--- config.mk ---
export PLATFORM = sky130hd
export DESIGN_NAME = svm_ctrl
export DESIGN_NICKNAME = d
export VERILOG_FILES = /design/src/rtl/core/svm_pkg.sv /design/src/rtl/core/svm_ctrl.sv
export SDC_FILE = /design/constraint.sdc
export NUM_CORES = 1
export LEC_CHECK = 0
export BUFFER_PORTS_ARGS = -buffer_cell sky130_fd_sc_hd__buf_2
export CAP_MARGIN = 20
export CORE_AREA = 2 2 46 48
export CTS_BUF_LIST = sky130_fd_sc_hd__clkbuf_16
export DETAILED_ROUTE_END_ITERATION = 16
export DIE_AREA = 0 0 48 50
export PLACE_DENSITY = 0.7
export SYNTH_ARGS = -nofsm -noshare
export SYNTH_HDL_FRONTEND = slang
export SYNTH_SLANG_ARGS = --single-unit
--- constraint.sdc ---
create_clock -name clk -period 1.3 [get_ports clk]
set_input_delay 0.13 -clock clk [delete_from_list [all_inputs] [get_ports clk]]
set_output_delay 0.13 -clock clk [all_outputs]
set_load 0.005 [all_outputs]
--- src/rtl/core/svm_pkg.sv ---
// Package for the stack word machine core: payload types, opcodes, status codes,
// controller states and size constants. Used by the top level, datapath, controller and checker in rtl/core.
package svm_pkg;

	localparam int unsigned MEM_WORDS = 32768;
	localparam int unsigned MEM_AW = 15;
	localparam int unsigned STACK_DEPTH_DEF = 1024;

	typedef struct packed {
		logic        kind;
		logic [15:0] address;
		logic [15:0] load_data;
		logic [7:0]  in_char;
		logic        in_valid;
	} in_item_t;

	typedef struct packed {
		logic        out_valid;
		logic [7:0]  out_char;
		logic        consumed_input;
		logic [2:0]  status;
		logic [14:0] program_counter;
	} out_item_t;

	typedef enum logic [4:0] {
		OP_HALT = 5'd0, OP_SET = 5'd1, OP_PUSH = 5'd2, OP_POP = 5'd3, OP_EQ = 5'd4,
		OP_GT = 5'd5, OP_JMP = 5'd6, OP_JT = 5'd7, OP_JF = 5'd8, OP_ADD = 5'd9,
		OP_MULT = 5'd10, OP_MOD = 5'd11, OP_AND = 5'd12, OP_OR = 5'd13, OP_NOT = 5'd14,
		OP_RMEM = 5'd15, OP_WMEM = 5'd16, OP_CALL = 5'd17, OP_RET = 5'd18,
		OP_OUT = 5'd19, OP_IN = 5'd20, OP_NOOP = 5'd21
	} opcode_t;

	typedef enum logic [2:0] {
		ST_OK = 3'd0, ST_WAIT_IN = 3'd1, ST_HALTED = 3'd2, ST_POP_EMPTY = 3'd3,
		ST_RET_EMPTY = 3'd4, ST_BAD_OP = 3'd5, ST_FULL_OR_DIV0 = 3'd6
	} status_t;

	typedef enum logic [3:0] {
		S_IDLE, S_FETCH, S_OP_WAIT, S_A_WAIT, S_B_WAIT, S_C_WAIT, S_EXEC,
		S_DIV, S_RMEM, S_RMEM_WAIT, S_STK_WAIT, S_WRITE, S_DONE
	} ctl_state_t;

	// Controller commands to the datapath.
	typedef struct packed {
		logic       capture;
		logic [2:0] mem_rd_sel;   // 0 op,1 a,2 b,3 c,4 rmem
		logic [2:0] latch_sel;    // which word register takes memory read data
		logic       latch;
		logic       div_start;
		logic       stk_rd;
		logic       stk_latch;
		logic       commit;
		logic       emit;
	} dp_cmd_t;

	typedef struct packed {
		logic       kind;
		logic       halted;
		logic [4:0] op;
		logic       op_bad;
		logic       stk_empty;
		logic       vc_zero;
		logic       div_busy;
	} dp_sts_t;

	function automatic logic [15:0] opval(input logic [15:0] w, input logic [15:0] r [8]);
		opval = w[15] ? r[w[2:0]] : w;
	endfunction

endpackage

--- src/rtl/core/svm_ctrl.sv ---
// Controller state machine sequencing fetch, operand reads and commit.
// Depends on svm_pkg.
module svm_ctrl (
	input  logic               clk,
	input  logic               arst_n,
	input  logic               in_beat,
	input  logic               out_beat,
	input  svm_pkg::dp_sts_t   sts,
	output svm_pkg::dp_cmd_t   cmd,
	output logic               busy,
	output logic               res_valid
);
	svm_pkg::ctl_state_t state_q, state_d;
	logic [2:0] rd_q, rd_d;

	always_ff @(posedge clk or negedge arst_n) begin
		if (!arst_n) begin
			state_q <= svm_pkg::S_IDLE;
			rd_q <= '0;
		end else begin
			state_q <= state_d;
			rd_q <= rd_d;
		end
	end

	always_comb begin
		state_d = state_q;
		rd_d = rd_q;
		cmd = '0;
		busy = 1'b1;
		res_valid = 1'b0;
		case (state_q)
			svm_pkg::S_IDLE: begin
				busy = 1'b0;
				cmd.capture = in_beat;
				if (in_beat) state_d = svm_pkg::S_FETCH;
			end
			svm_pkg::S_FETCH: begin
				if (!sts.kind) begin
					cmd.commit = 1'b1;
					state_d = svm_pkg::S_DONE;
				end else if (sts.halted) begin
					cmd.emit = 1'b1;
					state_d = svm_pkg::S_DONE;
				end else begin
					// Read opcode and the three operand words back to back.
					cmd.mem_rd_sel = 3'd0;
					rd_d = 3'd0;
					state_d = svm_pkg::S_OP_WAIT;
				end
			end
			svm_pkg::S_OP_WAIT, svm_pkg::S_A_WAIT, svm_pkg::S_B_WAIT, svm_pkg::S_C_WAIT: begin
				cmd.latch = 1'b1;
				cmd.latch_sel = rd_q;
				cmd.mem_rd_sel = rd_q + 3'd1;
				rd_d = rd_q + 3'd1;
				case (state_q)
					svm_pkg::S_OP_WAIT: state_d = svm_pkg::S_A_WAIT;
					svm_pkg::S_A_WAIT: state_d = svm_pkg::S_B_WAIT;
					svm_pkg::S_B_WAIT: state_d = svm_pkg::S_C_WAIT;
					default: state_d = svm_pkg::S_EXEC;
				endcase
			end
			svm_pkg::S_EXEC: begin
				if (sts.op_bad) state_d = svm_pkg::S_WRITE;
				else if (sts.op == svm_pkg::OP_MOD && !sts.vc_zero) begin
					cmd.div_start = 1'b1;
					state_d = svm_pkg::S_DIV;
				end else if (sts.op == svm_pkg::OP_RMEM) begin
					cmd.mem_rd_sel = 3'd4;
					state_d = svm_pkg::S_RMEM;
				end else if ((sts.op == svm_pkg::OP_POP || sts.op == svm_pkg::OP_RET)
						&& !sts.stk_empty) begin
					state_d = svm_pkg::S_STK_WAIT;
				end else state_d = svm_pkg::S_WRITE;
			end
			svm_pkg::S_DIV: if (!sts.div_busy) state_d = svm_pkg::S_WRITE;
			svm_pkg::S_RMEM: begin
				cmd.mem_rd_sel = 3'd4;
				cmd.latch = 1'b1;
				cmd.latch_sel = 3'd4;
				state_d = svm_pkg::S_WRITE;
			end
			svm_pkg::S_STK_WAIT: begin
				cmd.stk_latch = 1'b1;
				state_d = svm_pkg::S_WRITE;
			end
			svm_pkg::S_WRITE: begin
				cmd.commit = 1'b1;
				state_d = svm_pkg::S_DONE;
			end
			svm_pkg::S_DONE: begin
				res_valid = 1'b1;
				if (out_beat) state_d = svm_pkg::S_IDLE;
			end
			default: state_d = svm_pkg::S_IDLE;
		endcase
	end
endmodule

# Word level (Yosys, flattened, before mapping)
# Cells that the tools add are included.
# totals
reg_bits,7
inputBits,15
output_inout_bits,15
word_cells,65
# classes
add_sub_neg,1
n_reduce_logical,11
n_eq_ne,20
mux,31
# ops
operator,n
4-bit one-hot mux with 8 select lines,1
4-bit 2-to-1 mux,7
3-bit one-hot mux with 3 select lines,2
4-bit by 3-bit equality test with 1-bit output (second input constant),4
4-bit equality test (second input constant),4
3-bit 2-to-1 mux,5
1-bit 2-to-1 mux,12
5-bit by 4-bit equality test with 1-bit output (second input constant),2
2-bit inequality test (second input constant),5
4-bit by 2-bit equality test with 1-bit output (second input constant),2
4-bit one-hot mux with 2 select lines,1
3-bit one-hot mux with 2 select lines,1
3-bit AND reduction,2
5-bit by 2-bit equality test with 1-bit output (second input constant),1
5-bit equality test (second input constant),1
4-bit by 1-bit equality test with 1-bit output (second input constant),1
4-bit logical NOT,1
4-bit OR reduction,1
3-bit by 1-bit adder with 3-bit output (second input constant),1
1-bit logical AND,2
1-bit logical NOT,2
2-bit 2-to-1 mux,1
1-bit one-hot mux with 2 select lines,1
2-bit nonzero test,1
other kinds (2),2

# Longest topological paths before layout
# depth
depth_word,8
depth_mapped,6
mapped_depth_nobuf,4

# Least setup slack after synthesis
# OpenSTA, ideal clock, no wires.
# synth_path
path_kind,register to output
startpoint,register state_q[3]
endpoint,output port cmd[11] (netlist name)
path_buffers,2
required_ps,1170
path_stages_with_launch,5
arrival_ps,1188
setup_slack_ps,-18
path_cell_list,dfrtp_1 buf_2 clkbuf_1 o32a_1 o22ai_1
# synth_rtl
item,line_no,source
start: declaration,svm_ctrl.sv:13,"svm_pkg::ctl_state_t state_q, state_d;"
start signal: assignment,svm_ctrl.sv:18,state_q <= svm_pkg::S_IDLE;
start signal: assignment,svm_ctrl.sv:21,state_q <= state_d;
end: declaration,svm_ctrl.sv:9,"output svm_pkg::dp_cmd_t cmd,"

==> run_summary.xml <==
<?xml version="1.0" encoding="UTF-8"?>
<metrics>
  <group name="outcome">
    <metric name="run_status" unit="">finished, violations left</metric>
    <metric name="violations" unit="">setup timing</metric>
  </group>
  <group name="routing">
    <metric name="drt_drc_violations_left" unit="">0</metric>
    <metric name="wl_per_cell" unit="um">18.5</metric>
    <metric name="vias" unit="">1089</metric>
    <metric name="wl_final" unit="mm">3.55</metric>
    <metric name="post_drt_via_cell_ratio" unit="">5.67</metric>
    <metric name="detailedRoute.firstPassIterationCount" unit="">5</metric>
    <metric name="antenna_violating_nets_post_route" unit="">0</metric>
    <metric name="drtIter0Drc" unit="">37</metric>
  </group>
  <group name="yosys">
    <metric name="yosys.cell_count.top_type" unit="">sky130_fd_sc_hd__nor2_1</metric>
    <metric name="yosysTopAreaCell" unit="">sky130_fd_sc_hd__dfrtp_1</metric>
    <metric name="synth.yosys.seq_area_share" unit="%">23.6</metric>
    <metric name="most_used_flip_flop_cell_after_synthesis" unit="">sky130_fd_sc_hd__dfrtp_1</metric>
    <metric name="synth.top_cell.area_share" unit="%">23.6</metric>
    <metric name="postSynthAreaPerCell" unit="sq um">7.42</metric>
    <metric name="postSynth.asyncResetShare" unit="%">100</metric>
    <metric name="flops_latches_synth" unit="">7</metric>
    <metric name="synth_commonest_cells" unit="">sky130_fd_sc_hd__nor2_1 (10), sky130_fd_sc_hd__a21oi_1 (9), sky130_fd_sc_hd__dfrtp_1 (7)</metric>
    <metric name="netlist-cell-type-count" unit="">41</metric>
    <metric name="synth_area" unit="sq um">742</metric>
    <metric name="number_of_flops_mapped_to_enable_cells_by_yosys" unit="">0</metric>
    <metric name="synth_warn" unit="">0</metric>
    <metric name="synth_top_cells_by_area" unit="">sky130_fd_sc_hd__dfrtp_1 (24%), sky130_fd_sc_hd__a21oi_1 (6.1%), sky130_fd_sc_hd__nor2_1 (5.1%), sky130_fd_sc_hd__nor2b_1 (5.1%), sky130_fd_sc_hd__and2_1 (4.2%)</metric>
    <metric name="netlist_instances" unit="">100</metric>
    <metric name="postSynthNetCount" unit="">116</metric>
  </group>
  <group name="cts">
    <metric name="cts_sinks" unit="">7</metric>
    <metric name="ctsHtreeMaxLevel" unit="">1</metric>
    <metric name="cts_root_buffer" unit="">sky130_fd_sc_hd__clkbuf_16</metric>
    <metric name="clk-insertion-delay-late" unit="ps">230</metric>
    <metric name="clkTransAtPathRegs" unit="ps">40</metric>
    <metric name="tritoncts_clock_tree" unit="">built</metric>
    <metric name="clock_path_buffers" unit="">2</metric>
    <metric name="tritoncts.num_buffers" unit="">3</metric>
  </group>
  <group name="timing">
    <metric name="unrepaired_setup_endpoints_after_global_routing" unit="">true</metric>
    <metric name="layout_setup_ws" unit="ps">-291</metric>
    <metric name="fin_hold_ws" unit="ps">122</metric>
    <metric name="finalCritPeriodShare" unit="%">122</metric>
    <metric name="setup_violations" unit="">20</metric>
    <metric name="hold_viol_final" unit="">0</metric>
    <metric name="minimum_clock_period_after_layout" unit="ps">1590</metric>
    <metric name="upper_clock_frequency_limit" unit="MHz">629</metric>
    <metric name="finalSetupTns" unit="ps">-4330</metric>
    <metric name="final-max-slew-violation-count" unit="">0</metric>
    <metric name="fin_worst_skew" unit="ps">2.15</metric>
  </group>
  <group name="critical_path">
    <metric name="critical-path-slowest-cell" unit="">sky130_fd_sc_hd__dfrtp_2</metric>
    <metric name="timing.setup.critical_path_class" unit="">flip-flop to output port</metric>
    <metric name="worst-endpoint-required" unit="ps">1170</metric>
    <metric name="critical_path.startpoint_type" unit="">flip-flop</metric>
    <metric name="crit_path_end_kind" unit="">output port</metric>
    <metric name="worst-endpoint-arrival" unit="ps">1460</metric>
    <metric name="critical-path-max-stage-delay" unit="ps">480</metric>
    <metric name="worstPathCellList" unit="">buf_6 &gt; buf_6 &gt; or2_4 &gt; o22ai_2 &gt; buf_2</metric>
    <metric name="critical_path.most_common_cell" unit="">sky130_fd_sc_hd__buf_6</metric>
    <metric name="critical_path.max_fanout" unit="">8</metric>
  </group>
  <group name="power_and_ir_drop">
    <metric name="p_switching" unit="uW">1930</metric>
    <metric name="ir_worst_vdd" unit="mV">2.29</metric>
    <metric name="logic_pwr_share" unit="%">77.1</metric>
    <metric name="share_clk_of_total_power" unit="%">11.1</metric>
    <metric name="switching_share" unit="%">41.6</metric>
    <metric name="leakage_power_figure" unit="uW">0.000715</metric>
    <metric name="power.internal" unit="uW">2710</metric>
    <metric name="p_seq_share" unit="%">11.8</metric>
    <metric name="power_per_cell_area" unit="nW/um^2">3030</metric>
  </group>
  <group name="floorplanning">
    <metric name="initial_core_util" unit="%">39.0</metric>
    <metric name="fp.coreArea" unit="sq um">1900</metric>
    <metric name="die_w" unit="um">48</metric>
    <metric name="die_height" unit="um">50</metric>
    <metric name="die-area" unit="sq um">2400</metric>
    <metric name="count_of_boundary_i_o_pins" unit="">30</metric>
    <metric name="placement_rows" unit="">16</metric>
  </group>
  <group name="worst_hold_path">
    <metric name="hp-class" unit="">primary input to flip-flop</metric>
  </group>
  <group name="global_route">
    <metric name="groute.usage.overall" unit="%">26.6</metric>
    <metric name="grt_antenna_before_repair" unit="">0</metric>
    <metric name="grt_max_degree" unit="">10</metric>
    <metric name="vias_in_the_first_global_route" unit="">1047</metric>
    <metric name="grt_remaining_overflow" unit="">0</metric>
    <metric name="grt_pass1_wl" unit="mm">4.55</metric>
  </group>
  <group name="layout">
    <metric name="final_layout_size_suffix_gt1_share" unit="%">67.9</metric>
    <metric name="final_net_count" unit="">182</metric>
    <metric name="fillers" unit="">107</metric>
    <metric name="diodes" unit="">0</metric>
    <metric name="syn2layout_area_growth" unit="%">106</metric>
  </group>
  <group name="flow_run">
    <metric name="cap_violations" unit="">0</metric>
  </group>
  <group name="placed_design">
    <metric name="io_buffers" unit="">28</metric>
    <metric name="place_congestion" unit="">0.846</metric>
    <metric name="detailed_place_hpwl" unit="mm">1.80</metric>
  </group>
</metrics>
==> worst paths after layout <==
| check | slack, ps | startpoint | end | cells after the start |
|---|---|---|---|---|
| worst max-delay path | -290 | state_q[3] | cmd[11] | 5 |
| worst min-delay path | 120 | out_beat | state_q[3] | 2 |
| worst max register to register | -270 | state_q[1] | state_q[3] | 6 |
| worst min register to register | 520 | rd_q[1] | rd_q[1] | 1 |
| max in group asynchronous | 860 | arst_n | state_q[1] | 2 |
| min in group asynchronous | 270 | arst_n | rd_q[2] | 2 |
==> what timing repair did <==
| action | CTS | global route |
|---|---|---|
| pin swaps | 24 | 18 |
| endpoints found under the hold margin | 7 | 0 |
| hold buffers | 1 | 0 |
| resized for setup | 49 | 28 |
| setup endpoints to repair | 20 | 20 |
| setup buffers | 11 | 7 |
==> through the flow <==
stage                     worst slack, ps  utilization, %  total power (uW)  instance area [sq um]  std cells
after floorplan                      13.6               -              1610                    743        100
after global placement               -151            54.3              2300                   1030        169
after detailed placement             -185            54.3              2370                   1030        169
after CTS                            -277            72.0              3740                   1370        185
after global routing                 -327            80.5              4830                   1530        192
final                                -291            80.5              4640                   1530        192
==> area by class of cell <==
class                           count  area, sq um  area share [%]
Multi-Input combinational cell     82          672            43.9
Timing Repair Buffer               70          554            36.2
Sequential cell                     7          180            11.8
Clock buffer                        3         75.1            4.90
Tap cell                           27         33.8            2.21
Inverter                            2         12.5           0.817
Clock inverter                      1         3.75           0.245
==> metal layers <==
metal  track usage (%)  wire, um  up-vias
met5                 0         0        -
met2              45.8      1780       66
met1              30.0      1370      511
met4              7.66       167        0
met3              8.06       232       19
li1                  -         -      493
==> flip-flops by register name (all words and copies together) (netlist names) <==
| signal | cells |
|---|---|
| state_q | 4 |
| rd_q | 3 |
==> critical path, delay by kind of cell, from the launching register on <==
kind / cells / cell delay [ps]
compound gates: 1 / 90
simple gates: 1 / 260
buf+inv: 3 / 410
flops: 1 / 480
==> layout by cell type (no fill, tap or decap), types with 2 or more instances in the layout <==
cell type / synthesis / routed
sky130_fd_sc_hd__buf_4: 3 / 23
sky130_fd_sc_hd__o21ai_1: 1 / 4
sky130_fd_sc_hd__or2_4: 0 / 4
sky130_fd_sc_hd__nand4_1: 3 / 3
sky130_fd_sc_hd__buf_2: 3 / 24
sky130_fd_sc_hd__clkbuf_16: 0 / 3
sky130_fd_sc_hd__nand2_1: 4 / 2
sky130_fd_sc_hd__o22ai_2: 1 / 3
sky130_fd_sc_hd__a21oi_2: 0 / 7
sky130_fd_sc_hd__buf_6: 1 / 21
sky130_fd_sc_hd__o21a_1: 3 / 3
sky130_fd_sc_hd__nor2_4: 0 / 5
sky130_fd_sc_hd__nand2_2: 0 / 2
sky130_fd_sc_hd__a22o_1: 2 / 2
sky130_fd_sc_hd__a21o_1: 2 / 2
sky130_fd_sc_hd__a221oi_1: 2 / 2
sky130_fd_sc_hd__dfrtp_1: 7 / 3
sky130_fd_sc_hd__nor3_1: 5 / 4
sky130_fd_sc_hd__nor2b_1: 6 / 5
sky130_fd_sc_hd__nor3b_1: 2 / 2
sky130_fd_sc_hd__and2_4: 0 / 4
sky130_fd_sc_hd__dfrtp_2: 0 / 4
sky130_fd_sc_hd__nor2_1: 10 / 4
==> cells by family after synthesis <==
kind of cell | count (synthesis) | synth area share (%)
AO/OA/AOI/OAI | 33 | 30.2
flip-flops | 7 | 23.6
AND/OR/NAND/NOR | 45 | 33.1
adder cells (fa/ha/maj) | 1 | 1.69
other | 1 | 0.505
XOR/XNOR | 2 | 2.36
buffers and inverters | 11 | 8.60
==> power by group through the flow <==
stage	Sequential (uW)	Combinational (uW)	Clock, uW
after global routing	552	3740	539
after floorplan	385	1230	0
after detailed placement	507	1870	0
after CTS	497	2730	517
final	546	3580	515
after global placement	495	1800	0
Power figures use the tool's default switching activity.
